### config.mk
export PLATFORM = sky130hd
export DESIGN_NAME = multichannel_sensor_scan_peak_to_peak_flat
export DESIGN_NICKNAME = d
export VERILOG_FILES = /design/src/hdl/mssp_pkg.sv /design/src/hdl/mssp_stream_if.sv /design/src/hdl/multichannel_sensor_scan_peak_to_peak.sv /design/src/flat_wrapper.sv
export SDC_FILE = /design/constraint.sdc
export NUM_CORES = 1
export LEC_CHECK = 0
export BUFFER_PORTS_ARGS = -buffer_cell sky130_fd_sc_hd__buf_4
export CORE_AREA = 5 5 290 349
export CTS_CLUSTER_DIAMETER = 80
export DETAILED_ROUTE_END_ITERATION = 7
export DIE_AREA = 0 0 295 354
export GPL_TIMING_DRIVEN = 0
export PLACE_DENSITY = 0.54
export SLEW_MARGIN = 30
export SYNTH_ARGS = -nofsm -noshare
export SYNTH_HDL_FRONTEND = slang
export SYNTH_SLANG_ARGS = --single-unit
### constraint.sdc
create_clock -name clk -period 3 [get_ports clk]
set_input_delay 0.45 -clock clk [delete_from_list [all_inputs] [get_ports clk]]
set_output_delay 0.45 -clock clk [all_outputs]
set_load 0.1 [all_outputs]
### src/hdl/mssp_pkg.sv
// mssp_pkg: item types, defaults and the multiplexer order table for the
// multichannel sensor scan peak-to-peak block. no dependencies.
`timescale 1ns / 1ps

package mssp_pkg;

    localparam int DEF_CHANNELS            = 12;
    localparam int DEF_SAMPLES_PER_CHANNEL = 8;

    localparam int SAMPLE_W = 8;
    localparam int CHAN_W   = 4;
    localparam int MUX_W    = 4;
    localparam int ORDER_DEPTH = 12;

    localparam logic [MUX_W-1:0] MUX_LOW_MASK  = 4'h7;
    localparam logic [MUX_W-1:0] MUX_HIGH_MASK = 4'h8;
    localparam logic [MUX_W-1:0] MUX_CODE_MASK = 4'hf;

    typedef enum logic {
        OP_SAMPLE = 1'b0,
        OP_QUERY  = 1'b1
    } op_t;

    typedef struct packed {
        op_t                 op;
        logic [SAMPLE_W-1:0] sample;
        logic [CHAN_W-1:0]   channel;
    } req_item_t;

    typedef struct packed {
        logic [MUX_W-1:0]    mux_select;
        logic [SAMPLE_W-1:0] peak_to_peak;
        logic [SAMPLE_W-1:0] peak;
    } res_item_t;

    typedef logic [MUX_W-1:0] mux_order_t [ORDER_DEPTH];

    localparam mux_order_t MUX_ORDER = '{
        4'd0, 4'd1, 4'd4, 4'd5, 4'd6, 4'd7, 4'd8, 4'd10, 4'd11, 4'd12, 4'd13, 4'd9
    };

    // low mux bits and high mux bit of the code for one scan channel
    function automatic logic [MUX_W-1:0] mux_code(input logic [CHAN_W-1:0] ch);
        logic [MUX_W-1:0] code;
        code = MUX_ORDER[ch];
        return ((code & MUX_LOW_MASK) | (code & MUX_HIGH_MASK)) & MUX_CODE_MASK;
    endfunction

endpackage

### src/hdl/mssp_stream_if.sv
// mssp_stream_if: valid/ready channel carrying one item of type item_t.
// depends on nothing; item types come from mssp_pkg at the point of use.
`timescale 1ns / 1ps

interface mssp_stream_if #(
    parameter type item_t = logic
);
    logic  valid;
    logic  ready;
    item_t data;

    modport source (
        output valid,
        output data,
        input  ready
    );

    modport sink (
        input  valid,
        input  data,
        output ready
    );
endinterface

### src/hdl/multichannel_sensor_scan_peak_to_peak.sv
// multichannel_sensor_scan_peak_to_peak: scan store of sensor samples with
// per-channel peak and peak-to-peak query. depends on mssp_pkg, mssp_stream_if.
//
//   port     dir   payload                              role
//   request  sink  op, sample, channel (mssp_pkg)       sample write or channel query
//   result   src   mux_select, peak_to_peak, peak       one result per request
//
// a sample writes to the store at the scan position, then loads the result.
// a query reads the channel's slots through the single read port of the store
// (one slot per cycle, registered read); an out-of-range channel goes straight to result load.
// reset clears the scan position and fill mark; slots not yet written read as zero.
// a result waiting in the output register does not block the next request transfer;
// a finished item waits in its last state until the output register is free.
`timescale 1ns / 1ps

module multichannel_sensor_scan_peak_to_peak #(
    parameter int CHANNELS            = mssp_pkg::DEF_CHANNELS,
    parameter int SAMPLES_PER_CHANNEL = mssp_pkg::DEF_SAMPLES_PER_CHANNEL
) (
    input  logic          clk,
    input  logic          rst_n,
    mssp_stream_if.sink   request,
    mssp_stream_if.source result
);
    import mssp_pkg::*;

    localparam int DEPTH  = CHANNELS * SAMPLES_PER_CHANNEL;
    localparam int ADDR_W = $clog2(DEPTH);
    localparam int SLOT_W = $clog2(SAMPLES_PER_CHANNEL);
    localparam int CH_W   = (CHANNELS > 1) ? $clog2(CHANNELS) : 1;

    localparam logic [SLOT_W-1:0] LAST_SLOT = SLOT_W'(SAMPLES_PER_CHANNEL - 1);
    localparam logic [CH_W-1:0]   LAST_CH   = CH_W'(CHANNELS - 1);
    localparam logic [ADDR_W-1:0] LAST_POS  = ADDR_W'(DEPTH - 1);

    typedef enum logic [3:0] {
        S_IDLE = 4'b0001,
        S_SCAN = 4'b0010,
        S_LAST = 4'b0100,
        S_HOLD = 4'b1000
    } state_t;

    state_t state_reg, state_next;

    // scan position, kept both linear and split into channel and slot
    logic [ADDR_W-1:0]   pos_reg, pos_next;
    logic [CH_W-1:0]     ch_reg, ch_next;
    logic [SLOT_W-1:0]   slot_reg, slot_next;
    logic                wrapped_reg, wrapped_next;

    logic [ADDR_W-1:0]   rd_addr_reg, rd_addr_next;
    logic [SLOT_W-1:0]   cnt_reg, cnt_next;
    logic                rd_valid_reg;
    logic                rd_first_reg;
    logic                rd_ok_reg;
    logic [SAMPLE_W-1:0] rd_data_reg;

    logic [SAMPLE_W-1:0] hi_reg, hi_next;
    logic [SAMPLE_W-1:0] lo_reg, lo_next;

    logic                out_valid_reg, out_valid_next;
    res_item_t           out_data_reg, out_data_next;

    logic [SAMPLE_W-1:0] store_mem [DEPTH];

    logic                accept;
    logic                wr_en;
    logic                rd_en;
    logic                load_out;
    logic [SAMPLE_W-1:0] rd_value;

    assign request.ready = (state_reg == S_IDLE);
    assign accept        = request.valid && request.ready;
    assign wr_en         = accept && (request.data.op == OP_SAMPLE);
    assign rd_en         = (state_reg == S_SCAN);
    assign load_out      = (state_reg == S_HOLD) && (!out_valid_reg || result.ready);
    assign rd_value      = rd_ok_reg ? rd_data_reg : '0;

    assign result.valid  = out_valid_reg;
    assign result.data   = out_data_reg;

    // sample store, one write and one registered read port
    always_ff @(posedge clk)
    begin
        if (wr_en)
        begin
            store_mem[pos_reg] <= request.data.sample;
        end
        if (rd_en)
        begin
            rd_data_reg <= store_mem[rd_addr_reg];
        end
    end

    always_comb
    begin
        state_next     = state_reg;
        pos_next       = pos_reg;
        ch_next        = ch_reg;
        slot_next      = slot_reg;
        wrapped_next   = wrapped_reg;
        rd_addr_next   = rd_addr_reg;
        cnt_next       = cnt_reg;
        hi_next        = hi_reg;
        lo_next        = lo_reg;
        out_valid_next = out_valid_reg;
        out_data_next  = out_data_reg;

        if (result.ready)
        begin
            out_valid_next = 1'b0;
        end

        // fold the sample that came back from the store
        if (rd_valid_reg)
        begin
            if (rd_first_reg)
            begin
                hi_next = rd_value;
                lo_next = rd_value;
            end
            else
            begin
                if (rd_value > hi_reg)
                begin
                    hi_next = rd_value;
                end
                if (rd_value < lo_reg)
                begin
                    lo_next = rd_value;
                end
            end
        end

        unique case (state_reg)
            S_IDLE:
            begin
                if (accept)
                begin
                    hi_next = '0;
                    lo_next = '0;
                    if (request.data.op == OP_SAMPLE)
                    begin
                        state_next = S_HOLD;
                        if (pos_reg == LAST_POS)
                        begin
                            pos_next     = '0;
                            wrapped_next = 1'b1;
                        end
                        else
                        begin
                            pos_next = pos_reg + 1'b1;
                        end
                        if (slot_reg == LAST_SLOT)
                        begin
                            slot_next = '0;
                            ch_next   = (ch_reg == LAST_CH) ? '0 : ch_reg + 1'b1;
                        end
                        else
                        begin
                            slot_next = slot_reg + 1'b1;
                        end
                    end
                    else if (int'(request.data.channel) < CHANNELS)
                    begin
                        state_next   = S_SCAN;
                        rd_addr_next = ADDR_W'(int'(request.data.channel) * SAMPLES_PER_CHANNEL);
                        cnt_next     = '0;
                    end
                    else
                    begin
                        state_next = S_HOLD;
                    end
                end
            end
            S_SCAN:
            begin
                rd_addr_next = rd_addr_reg + 1'b1;
                cnt_next     = cnt_reg + 1'b1;
                if (cnt_reg == LAST_SLOT)
                begin
                    state_next = S_LAST;
                end
            end
            S_LAST:
            begin
                state_next = S_HOLD;
            end
            S_HOLD:
            begin
                if (load_out)
                begin
                    state_next                 = S_IDLE;
                    out_valid_next             = 1'b1;
                    out_data_next.mux_select   = mux_code(CHAN_W'(ch_reg));
                    out_data_next.peak_to_peak = hi_reg - lo_reg;
                    out_data_next.peak         = hi_reg;
                end
            end
            default:
            begin
                state_next = S_IDLE;
            end
        endcase
    end

    always_ff @(posedge clk or negedge rst_n)
    begin
        if (!rst_n)
        begin
            state_reg     <= S_IDLE;
            pos_reg       <= '0;
            ch_reg        <= '0;
            slot_reg      <= '0;
            wrapped_reg   <= 1'b0;
            rd_valid_reg  <= 1'b0;
            rd_first_reg  <= 1'b0;
            out_valid_reg <= 1'b0;
            hi_reg        <= '0;
            lo_reg        <= '0;
        end
        else
        begin
            state_reg     <= state_next;
            pos_reg       <= pos_next;
            ch_reg        <= ch_next;
            slot_reg      <= slot_next;
            wrapped_reg   <= wrapped_next;
            rd_valid_reg  <= rd_en;
            rd_first_reg  <= rd_en && (cnt_reg == '0);
            out_valid_reg <= out_valid_next;
            hi_reg        <= hi_next;
            lo_reg        <= lo_next;
        end
    end

    // payload registers, no reset needed
    always_ff @(posedge clk)
    begin
        rd_addr_reg  <= rd_addr_next;
        cnt_reg      <= cnt_next;
        out_data_reg <= out_data_next;
        // slots beyond the fill mark have never been written and read as zero
        rd_ok_reg    <= wrapped_reg || (rd_addr_reg < pos_reg);
    end

    // scan position stays inside the store
    a_pos_range: assert property (@(posedge clk) disable iff (!rst_n)
        int'(pos_reg) < DEPTH)
        else $error("scan position beyond store");

    // linear position agrees with channel and slot
    a_pos_split: assert property (@(posedge clk) disable iff (!rst_n)
        int'(pos_reg) == int'(ch_reg) * SAMPLES_PER_CHANNEL + int'(slot_reg))
        else $error("scan position and channel/slot disagree");

    // running maximum never falls below running minimum
    a_hi_lo: assert property (@(posedge clk) disable iff (!rst_n)
        hi_reg >= lo_reg)
        else $error("peak below minimum");

    // all reads have been folded in before a result is formed
    a_hold_drained: assert property (@(posedge clk) disable iff (!rst_n)
        (state_reg == S_HOLD) |-> !rd_valid_reg && !rd_en)
        else $error("read still in flight while result is formed");

    // a query of a valid channel starts the read sweep
    a_query_start: assert property (@(posedge clk) disable iff (!rst_n)
        accept && (request.data.op == OP_QUERY) && (int'(request.data.channel) < CHANNELS)
        |=> (state_reg == S_SCAN))
        else $error("query did not start the read sweep");

endmodule

### src/flat_wrapper.sv
// flat-port wrapper written by rule: the top's interface ports become plain ports
module multichannel_sensor_scan_peak_to_peak_flat import mssp_pkg::*;
#(
    parameter int CHANNELS            = mssp_pkg::DEF_CHANNELS,
    parameter int SAMPLES_PER_CHANNEL = mssp_pkg::DEF_SAMPLES_PER_CHANNEL
)
  (clk, rst_n, request_valid, request_data, request_ready, result_valid, result_data, result_ready);
  mssp_stream_if #(.item_t(req_item_t)) request_i ();
  mssp_stream_if #(.item_t(res_item_t)) result_i ();
  input  logic clk;
  input  logic rst_n;
  input wire logic [$bits(request_i.valid)-1:0] request_valid;
  input wire logic [$bits(request_i.data)-1:0] request_data;
  output wire logic [$bits(request_i.ready)-1:0] request_ready;
  output wire logic [$bits(result_i.valid)-1:0] result_valid;
  output wire logic [$bits(result_i.data)-1:0] result_data;
  input wire logic [$bits(result_i.ready)-1:0] result_ready;
  assign request_i.valid = request_valid;
  assign request_i.data = request_data;
  assign request_ready = request_i.ready;
  assign result_valid = result_i.valid;
  assign result_data = result_i.data;
  assign result_i.ready = result_ready;
  multichannel_sensor_scan_peak_to_peak #(.CHANNELS(CHANNELS), .SAMPLES_PER_CHANNEL(SAMPLES_PER_CHANNEL)) u_core (.clk(clk), .rst_n(rst_n), .request(request_i), .result(result_i));
endmodule
; ---- After elaboration in Yosys (flattened, before gate mapping)
; Memories as Yosys holds them, arrays and structs flattened. A register that Yosys moved wholly into a read port is not among the register bits.
; Cells that the tools add are included.
[classes]
add_sub_neg = 6
mul = 0
n_div = 0
n_lt_le_gt_ge = 5
eq_ne = 13
shift = 0
n_mux = 35
bitwise = 3
n_reduce_logical = 15
[op_table]
columns = op, n
row1 = two-way mux 8 bit, 11
row2 = two-way mux 4 bit, 8
row3 = two-way mux 7 bit, 4
row4 = one-hot mux 4 bit (4 select lines), 1
row5 = "adder 7 x 1 -> 7 bit, second input constant", 2
row6 = one-hot mux 7 bit (2 select lines), 1
row7 = two-way mux 3 bit, 4
row8 = AND reduction 4 bit, 3
row9 = "equality test 4 bit, second input constant", 2
row10 = greater-than comparator 8 bit, 1
row11 = less-than comparator 8 bit, 1
row12 = "!= test 2 bit, second input constant", 4
row13 = subtractor 8 bit, 1
row14 = "equality test 7 bit, second input constant", 1
row15 = less-than comparator 7 bit, 1
row16 = "adder 3 x 1 -> 3 bit, second input constant", 2
row17 = "equality test 3 bit, second input constant", 2
row18 = one-hot mux 3 bit (2 select lines), 1
row19 = AND reduction 3 bit, 2
row20 = ">= comparator 5 bit, second input constant", 1
row21 = two-way mux 1 bit, 5
row22 = inverter 4 -> 5 bit, 1
row23 = "adder 4 x 1 -> 4 bit, second input constant", 1
row24 = "equality test 4 x 1 -> 1 bit, second input constant", 1
row25 = 12 further kinds, 16
[totals]
reg_bits = 69
latch_bits = 0
mem_bits_rw = 768
mem_bits_ro = 64
output_inout_bits = 22
wordCells = 95
memories = 2
[mem_list]
columns = memory, depth, width, rd, rd_ports_with_merged_regs, wr, line_no
row1 = u_core.store_mem, 96, 8, 1, 1, 1, multichannel_sensor_scan_peak_to_peak.sv:64  ; logic [SAMPLE_W-1:0] store_mem [DEPTH];
row2 = (no name shown), 16, 4, 1, 0, 0, mssp_pkg.sv:45  ; code = MUX_ORDER[ch];

; ---- Logic depth before layout (Yosys ltp)
; Gate-level depths: netlist (run 1).
[depth]
depth_word = 7
ltp_mapped = 11
depth_no_buf = 9

; ---- Worst setup path before layout (run 1)
; No wires, ideal clock.
[synth_timing]
path_kind = register to register
from = reg u_core.state_reg[0]
to = mem u_core.store_mem[95][0] (enable)
setup_time_ns = 0.371
arrival_time_ns = 2.822
slack_ns = -0.192
path_stages_with_launch = 8
path_buffers = 1
cell_sequence = dfstp_2 -> nand3b_1 -> inv_1 -> nand3b_1 -> nor2_1 -> nand3_1 -> clkbuf_1 -> nor2_1
[synth_via]
elab_chain_len = 5
[synth_lines]
columns = element, line_no
row1 = "start, declared", multichannel_sensor_scan_peak_to_peak.sv:43  ; state_t state_reg, state_next;
row2 = "start signal, assigned", multichannel_sensor_scan_peak_to_peak.sv:224  ; state_reg <= state_next;
row3 = equality test 4 x 1 -> 1 bit, multichannel_sensor_scan_peak_to_peak.sv:72  ; assign request.ready = (state_reg == S_IDLE);
row4 = net request_ready, flat_wrapper.sv:14  ; output wire logic [$bits(request_i.ready)-1:0] request_ready;
row5 = logical AND 1 bit, multichannel_sensor_scan_peak_to_peak.sv:73  ; assign accept = request.valid && request.ready;
row6 = logical AND 1 bit, multichannel_sensor_scan_peak_to_peak.sv:74  ; assign wr_en = accept && (request.data.op == OP_SAMPLE);
row7 = two-way mux 1 bit, multichannel_sensor_scan_peak_to_peak.sv:85  ; if (wr_en)
row8 = two-way mux 1 bit (not written as such), multichannel_sensor_scan_peak_to_peak.sv:87  ; store_mem[pos_reg] <= request.data.sample;
row9 = "end, declared", multichannel_sensor_scan_peak_to_peak.sv:64
; The timed path passes the listed nets, and every way through them passes these cells.

; ---- Worst setup path in the final report (run 1)
[layout_timing]
from = reg u_core.pos_reg[4]
to = mem u_core.store_mem[91][7] (enable)
[layout_rtl]
columns = element, line_no
row1 = "start, declared", multichannel_sensor_scan_peak_to_peak.sv:46  ; logic [ADDR_W-1:0] pos_reg, pos_next;
row2 = "start signal, assigned", multichannel_sensor_scan_peak_to_peak.sv:225  ; pos_reg <= pos_next;
; No word-level cell before the write port.

==> run metrics, run 1 <==
status finished clean; via density per instance 5.28; most frequent cell after synthesis edfxtp_1; Place WS -889 ps; Worst Setup End Kind flop; top cells by count, synth edfxtp_1 (806), mux4_2 (214), nor2_1 (147), mux2i_1 (66), nand2_1 (47); Area Growth Syn to Fin 18.1%; Slew HR 0.331; Mapped Cells about 1700; Post-synth EDFFs roughly 800; Largest register FFs about 770; Fin Hold WS approximately 120 ps; final setup fails 0; full die area between 100000 and 150000 µm²; layout cells sized above 1 0.311; Ant. Diodes 0; Startpoint Class flop; CTS tree yes; Arr. time, crit path between 3000 and 4000 ps; post-layout util 0.408; ys async rst share 0.0450; Tightest Pin Transition about 1000 ps; Synthesized Nets about 1700; std cell rows about 130; largest net degree at the start of global routing between 90 and 100; via count 16800; fin. max-slew vios 0; PnR worst setup slack between 30 and 40 ps; Fmax achieved 337 MHz; Max Cap Violations 0; clock root buffer clkbuf_16; vias in the first global route between 15000 and 20000; initial DRC count 1577; Total Routing Usage GR 0.162; DRC Markers 0; drt wl/cell 26.9 µm; clock-pin slew of the registers on the worst-case setup and hold paths 60 ps; register area share after synthesis 0.746; grt total ovfl 0; yosys warns 0; unrepaired setup endpoints after global routing yes; Mean Syn Cell Area about 20 µm²; power density over cell area roughly 800 nW/µm²; fin nets ~1900; most area-hungry cell type in the Yosys netlist edfxtp_1; initial cell density of the core 0.346; Pre-Repair DR Iteration Count 5; Max clock buf depth 3; Final ANT Viol Nets 0; Fin. Hold Viols 0; Tmin final a little under 3000 ps; WL final 85500 µm; PortBufs 38; CP Class flop to flop; die width ~300 µm; first-pass GRT wire length 123000 µm; Clock Skew 32.3 ps; RePlAce Congestion 0.860; DP Wirelength around 55000 µm; die height about 350 µm; Peak supply drop ~450 µV; post-synthesis instance area approximately 34000 µm²; Tcrit/Tclk final 0.989; Worst EP required between 3000 and 4000 ps; top cell type's share of synthesized area 0.717; CTS sink count 845; Worst-Skew Late Latency 660 ps; CTS buffer count 86; #FFs+latches synth 845; ys flop type edfxtp_1; initial antenna violation count 0; crit-path max FO 9; Leak between 10 and 15 nW; Core Box Area ~100000 µm²; setup TNS 0 ps; synth unique cells 50; synth top area cells edfxtp_1 (72%), mux4_2 (14%), dfrtp_1 (2.7%), mux2i_1 (2.0%), nor2_1 (1.6%); H-tree lvl count 3; I/O Pins 39; Hold Crit Class input pin to flop; Biggest register u_core.store_mem
## routing by layer
layer | up-vias | track usage | routed length, µm
met2 | 547 | 0.278 | 43900
met1 | 8974 | 0.208 | 33900
li1 | 7131 | - | -
met3 | 136 | 0.0257 | 4830
met4 | 0 | 0.0613 | 2880
met5 | - | 0 | 0
## worst max-delay path, cell delays in order, from the launching register on
cell and delay, ps:
dfrtp_1 330, clkbuf_1 290, inv_1 150, nor2_1 430, nand3_1 560, nor2_1 830
## report_power, final
part,internal [mW],switching [mW]
registers,13.3,0.223
clock network,6.37,4.48
logic,2.88,4.54
## logic make-up (layout without fill, tap and decap cells)
logic type / count (synthesis) / count (layout) / share of synthesized area
flip-flops: 845 / 845 / 0.746
multiplexers: 287 / 287 / 0.165
AO/OA/AOI/OAI: 98 / 98 / 0.0191
adder cells (fa/ha/maj): 40 / 40 / 0.0150
buffers and inverters: 112 / 336 / 0.0152
XOR/XNOR: 17 / 17 / 0.00441
AND/OR/NAND/NOR: 276 / 276 / 0.0359
## worst paths after layout
kind                                                 startpoint                                 to  slack, ps  depth (start not counted)
worst max-delay path              u_core.pos_reg[4]$_DFFE_PN0P_  u_core.store_mem[91][7]$_DFFE_PP_         30                          5
min in group asynchronous                                 rst_n       u_core.ch_reg[2]$_DFFE_PN0P_        320                          2
worst min register to register  u_core.cnt_reg[2]$_SDFFCE_PN0P_      u_core.rd_first_reg$_DFF_PN0_        460                          1
max in group asynchronous                                 rst_n      u_core.pos_reg[6]$_DFFE_PN0P_       2300                          2
worst max register to register    u_core.pos_reg[4]$_DFFE_PN0P_  u_core.store_mem[91][7]$_DFFE_PP_         30                          5
worst min-delay path                               result_ready      u_core.result.valid$_DFF_PN0_        120                          3
## final cells by class
class,instances,area [µm²]
buffer,80,662
clock buffer,105,2240
tap,1280,1600
clock inverter,48,578
inverter,32,124
multi-input combinational,718,8770
fill,8495,57700
sequential,845,25200
timing repair buffer,71,707
## layout by cell type, fill, tap and decap left out, types with 11 or more instances in the layout
cell       instances
nor2b_1           12
a22oi_1           13
nor2_1            60
bufinv_16         12
buf_4             68
nor2_4            79
buf_6             28
xnor2_1           11
clkinv_2          13
a21oi_1           20
buf_12            13
clkinv_1          12
nand2_1           47
clkbuf_16         87
mux2i_1           55
mux4_2           214
dfrtp_1           37
o21ai_0           24
nand3_1           28
inv_1             31
clkbuf_1          29
edfxtp_1         806
ha_1              38
and2_1            12
## through the flow
stage	cell area (µm²)	power, mW	cells
3_3_place_gp	35600	20.7	2993
2_1_floorplan	33800	18.2	1675
5_1_grt	39900	32.9	3179
3_5_place_dp	35700	20.8	2995
4_1_cts	39500	32.0	3165
6_report	39900	31.8	3179
## timing repair
action                                 CTS  global route
hold buffers                             2             0
pin swaps                                9            14
resized for setup                      239            52
endpoints found under the hold margin   38             0
setup buffers                           15            14
setup endpoints to repair              709           426
(Power assumes the default switching activity.)
==> run 2, diff against run 1 <==
- PLACE_DENSITY: 0.54 -> 0.5
==> run metrics, run 2 (synthesized netlist as in run 1, its figures left out) <==
status finished with violations; failing checks setup timing; Arr. time, crit path 3400 ps (+180 ps); critical path cell sequence clkbuf_1 -> inv_1 -> nor2_1 -> nand3_1 -> nor2_1; die height 354 µm (unchanged); Tightest Pin Transition 1010 ps (+6.50 ps); Biggest register u_core.store_mem; placed insts 2994 (-0.033%); Tcrit/Tclk final 1.04 (+0.0545); PortBufs 38 (unchanged); Core Box Area 97600 µm² (unchanged); Max Cap Violations 0 (unchanged); Startpoint Class flop; Fmax achieved 319 MHz (-5.2%); WL final 88000 µm (+3.0%); Pre-Repair DR Iteration Count 5 (unchanged); power density over cell area 798 nW/µm² (about the same); total power 31.8 mW (about the same); most frequent cells in the layout edfxtp_1 (806), mux4_2 (214), clkbuf_16 (86); initial cell density of the core 0.346 (unchanged); H-tree lvl count 3 (unchanged); grt total ovfl 0 (unchanged); Total Routing Usage GR 0.168 (+0.00622); I/O Pins 39 (unchanged); vias in the first global route 17300 (+0.14%); DRC Markers 0 (unchanged); Largest stage delay, worst path 870 ps (+40 ps); DP Wirelength 56500 µm (+3.7%); Hold Path Cell Cnt 3 (unchanged); largest net degree at the start of global routing 97 (unchanged); initial DRC count 1476 (-6.4%); initial antenna violation count 0 (unchanged); layout cells sized above 1 0.308 (-0.00308); via density per instance 5.25 (-0.57%); std cell rows 126 (unchanged); reg2reg end u_core.store_mem[91][4]$_DFFE_PP_; Area Growth Syn to Fin 18.1% (about the same); Worst-Skew Late Latency 660 ps (about the same); Worst EP required 3270 ps (about the same); Hold Crit Class input pin to flop; reg-to-reg setup timing slack -130 ps (-160 ps); die width 295 µm (unchanged); R2R depth 5 (unchanged); cell family with most CP delay simple AND/OR/NAND/NOR gates; Worst Setup End Kind flop; Min-Delay Endpoint u_core.rd_addr_reg[6]$_DFFE_PP_; full die area 104000 µm² (unchanged); clock-pin slew of the registers on the worst-case setup and hold paths 60 ps (about the same); fin. max-slew vios 0 (unchanged); Worst path depth 5 (unchanged); Final ANT Viol Nets 0 (unchanged); via count 16700 (-0.79%); Fin. Hold Viols 0 (unchanged); unrepaired setup endpoints after global routing yes; Worst R2R Start u_core.pos_reg[4]$_DFFE_PN0P_; first-pass GRT wire length 126000 µm (+2.5%); Leak 12.5 nW (-0.36%); PnR worst setup slack -131 ps (-163 ps); Slew HR 0.327 (-0.00435); worst hold start request_data[3]; Clock Skew 25.7 ps (-6.62 ps); CTS buffer count 85 (-1.2%); crit-path max FO 9 (unchanged); fin nets 1879 (-0.58%); most common cell after layout, fill and taps aside edfxtp_1; clock root buffer clkbuf_16; CTS sink count 845 (unchanged); fillers 8567 (+0.85%); Ant. Diodes 0 (unchanged); Tmin final 3130 ps (+163 ps); CP Class flop to flop; fin cells 3172 (-0.22%); drt wl/cell 27.8 µm (+3.2%); Place WS -844 ps (+45.0 ps); CTS tree yes; CP bufs+invs 2 (unchanged); Worst path slowest cell nor2_1; Max clock buf depth 3 (unchanged); RePlAce Congestion 0.865 (+0.64%); Largest register FFs 768 (unchanged); final setup fails 32 (+32); Peak supply drop 461 µV (+2.9%); CP most frequent cell nor2_1
## run 2: stage by stage
step	util	TNS [ps]	area, µm²	hold WS (ps)
after floorplan	-	0	33800	154
after global placement	0.365	-401770	35600	443
after detailed placement	0.366	-308290	35700	464
after CTS	0.404	-8090	39400	43.1
after global routing	0.408	-4550	39900	87.2
final	0.408	-3430	39900	101
## run 2: worst register-to-register path, stage by stage (launching register included)
cell	delay, ps
dfrtp_1	330
clkbuf_1	290
inv_1	150
nor2_1	490
nand3_1	620
nor2_1	880
## run 2: final cells by class
class	count	area, µm²	area share
multi-input combinational	718	8850	0.222
timing repair buffer	61	628	0.0158
clock inverter	50	512	0.0128
buffer	80	694	0.0174
clock buffer	106	2270	0.0569
tap	1280	1600	0.0402
sequential	845	25200	0.632
inverter	32	124	0.00311
## run 2: worst max-delay path by stage
| stage | start | endpoint | slack (ps) |
|---|---|---|---|
| floorplan | u_core.state_reg[0]$_DFFE_PN1P_ | u_core.store_mem[95][0]$_DFFE_PP_ | 120 |
| global placement | u_core.rd_addr_reg[1]$_SDFFCE_PN0P_ | u_core.rd_data_reg[3]$_DFFE_PP_ | -1080 |
| detailed placement | u_core.rd_addr_reg[2]$_SDFFCE_PN0P_ | u_core.rd_data_reg[5]$_DFFE_PP_ | -840 |
| CTS | u_core.state_reg[3]$_DFFE_PN0P_ | u_core.store_mem[10][2]$_DFFE_PP_ | -90 |
| global route | u_core.pos_reg[4]$_DFFE_PN0P_ | u_core.store_mem[91][0]$_DFFE_PP_ | -160 |
| finish | u_core.pos_reg[4]$_DFFE_PN0P_ | u_core.store_mem[91][4]$_DFFE_PP_ | -130 |
## run 2: power by group
part | internal, mW | total, mW | switching, mW
registers | 13.3 | 13.5 | 0.224
clock network | 6.09 | 10.7 | 4.59
logic | 2.94 | 7.59 | 4.65
total | 22.3 | 31.8 | 9.47
## run 2: repair_timing
item	in CTS	in global routing
buffers inserted	7	13
hold buffers	2	0
cloned	0	0
setup endpoints to repair	703	712
hold endpoints to repair	38	0
pin swaps	4	10
resized for setup	254	49
## run 2: metal layers
metal | GRT usage | vias to the layer above | part of all wire
met5 | 0 | - | 0
met3 | 0.0218 | 164 | 0.046
met2 | 0.291 | 465 | 0.51
met1 | 0.217 | 8907 | 0.40
li1 | - | 7119 | -
met4 | 0.0643 | 0 | 0.038
==> run 3, diff against run 2 <==
==> constraint.sdc (replaced) <==
create_clock -name clk -period 3 [get_ports clk]
set_input_delay 0.6 -clock clk [delete_from_list [all_inputs] [get_ports clk]]
set_output_delay 0.6 -clock clk [all_outputs]
set_load 0.1 [all_outputs]
==> run metrics, run 3 (synthesized netlist as in run 1, its figures left out) <==
Worst path slowest cell nor2_1; final setup fails 32 (unchanged); first-pass GRT wire length 126000 µm (unchanged); full die area 104000 µm² (unchanged); Hold Crit Class input pin to flop; initial antenna violation count 0 (unchanged); grt total ovfl 0 (unchanged); CTS sink count 845 (unchanged); std cell rows 126 (unchanged); dpl cell area 35700 µm² (unchanged); I/O Pins 39 (unchanged); Total Routing Usage GR 0.168 (unchanged); RePlAce Congestion 0.865 (unchanged); PortBufs 38 (unchanged); PnR worst setup slack -164 ps (-32.8 ps); Worst R2R Start u_core.pos_reg[4]$_DFFE_PN0P_; die width 295 µm (unchanged); power density over cell area 798 nW/µm² (about the same); post-layout util 0.408 (about the same); Fin. Hold Viols 0 (unchanged); fin cells 3171 (-0.032%); CTS buffer count 85 (unchanged); H-tree lvl count 3 (unchanged); status finished with violations; most common cell after layout, fill and taps aside edfxtp_1; WL final 88100 µm (about the same); clock root buffer clkbuf_16; Area Growth Syn to Fin 18.0% (about the same); Slew HR 0.332 (+0.00555); CP most frequent cell nor2_1; CP Class flop to flop; via count 16700 (+0.29%); Largest register FFs 768 (unchanged); Tightest Pin Transition 999 ps (-8.30 ps); Largest stage delay, worst path 870 ps (about the same); Place WS -844 ps (unchanged); Tmin final 3160 ps (+32.8 ps); Max Cap Violations 0 (unchanged); Tcrit/Tclk final 1.05 (+0.0109); fin nets 1878 (-0.053%); Biggest register u_core.store_mem; final instance area 39800 µm² (about the same); layout cells sized above 1 0.308 (about the same); Fmax achieved 316 MHz (-1.0%); Startpoint Class flop; initial cell density of the core 0.346 (unchanged); Ant. Diodes 0 (unchanged); Clock Skew 25.4 ps (-0.212 ps); clock-pin slew of the registers on the worst-case setup and hold paths 60 ps (about the same); via density per instance 5.27 (+0.32%); crit-path max FO 9 (unchanged); Max clock buf depth 3 (unchanged); vias in the first global route 17300 (unchanged); Worst-Skew Late Latency 650 ps (about the same); most frequent cells in the layout edfxtp_1 (806), mux4_2 (214), clkbuf_16 (86); largest net degree at the start of global routing 97 (unchanged); DP Wirelength 56500 µm (unchanged); placed insts 2994 (unchanged); Worst Setup End Kind flop; CTS tree yes; total power 31.8 mW (about the same); Leak 12.5 nW (about the same); Final ANT Viol Nets 0 (unchanged); drt wl/cell 27.8 µm (+0.11%); Core Box Area 97600 µm² (unchanged); worst hold start request_valid; Arr. time, crit path 3430 ps (+30 ps); DRC Markers 0 (unchanged); Critical path origin u_core.pos_reg[4]$_DFFE_PN0P_; Worst EP required 3270 ps (about the same); Peak supply drop 463 µV (+0.46%); fillers 8569 (+0.023%); initial DRC count 1562 (+5.8%); Pre-Repair DR Iteration Count 5 (unchanged); fin. max-slew vios 0 (unchanged); failing checks setup timing; unrepaired setup endpoints after global routing yes; critical path cell sequence clkbuf_1 -> inv_1 -> nor2_1 -> nand3_1 -> nor2_1; die height 354 µm (unchanged)
run 3: cell count changes in the layout (fill, tap and decap cells not counted), sizes merged:
cell / delta
dlygate4sd3: -1
run 3: worst paths after layout:
path / end / slack [ps] / cells past startpoint
max: u_core.store_mem[91][4]$_DFFE_PP_ / -160 / 5
min: u_core.state_reg[0]$_DFFE_PN1P_ / 150 / 2
max reg2reg: u_core.store_mem[91][4]$_DFFE_PP_ / -160 / 5
min reg2reg: u_core.rd_first_reg$_DFF_PN0_ / 470 / 1
max in group asynchronous: u_core.hi_reg[6]$_DFF_PN0_ / 2120 / 2
min in group asynchronous: u_core.state_reg[2]$_DFFE_PN0P_ / 480 / 2
run 3: routing by layer:
layer,vias to the layer above,track usage,wire length (µm)
met5,-,0,0
met4,0,0.0643,3250
met3,156,0.0218,4340
met2,510,0.291,45500
met1,8912,0.217,35100
li1,7125,-,-
run 3: through the flow:
stage	TNS, ps	hold WS [ps]
2_1_floorplan	0	304
3_3_place_gp	-401770	443
3_5_place_dp	-308290	464
4_1_cts	-8090	102
5_1_grt	-4550	150
6_report	-4120	154
run 3: timing repair:
| item | 4_1_cts | 5_1_grt |
|---|---|---|
| endpoints found under the setup margin | 703 | 712 |
| pin swaps | 4 | 10 |
| hold buffers | 1 | 0 |
| resized for setup | 254 | 49 |
| endpoints found under the hold margin | 37 | 0 |
| setup buffers | 7 | 13 |
run 3: critical path, delay by kind of cell, from the launching register on:
kind	cells	cell delay [ps]
AND/OR/NAND/NOR	3	1980
flip-flops	1	330
buffers and inverters	2	460
run 3: layout make-up:
type                    instances  area [µm²]  share of cell area
multi-input cells             718        8850               0.222
inverters                      32         124             0.00311
repair buffers                 60         618              0.0155
clock buffers                 106        2270              0.0569
well taps                    1280        1600              0.0402
clock inverters                50         512              0.0128
flip-flops and latches        845       25200               0.632
plain buffers                  80         694              0.0174
run 3: power by group:
| part | internal, mW | switching (mW) |
|---|---|---|
| clock network | 6.09 | 4.59 |
| registers | 13.3 | 0.227 |
| logic | 2.94 | 4.66 |
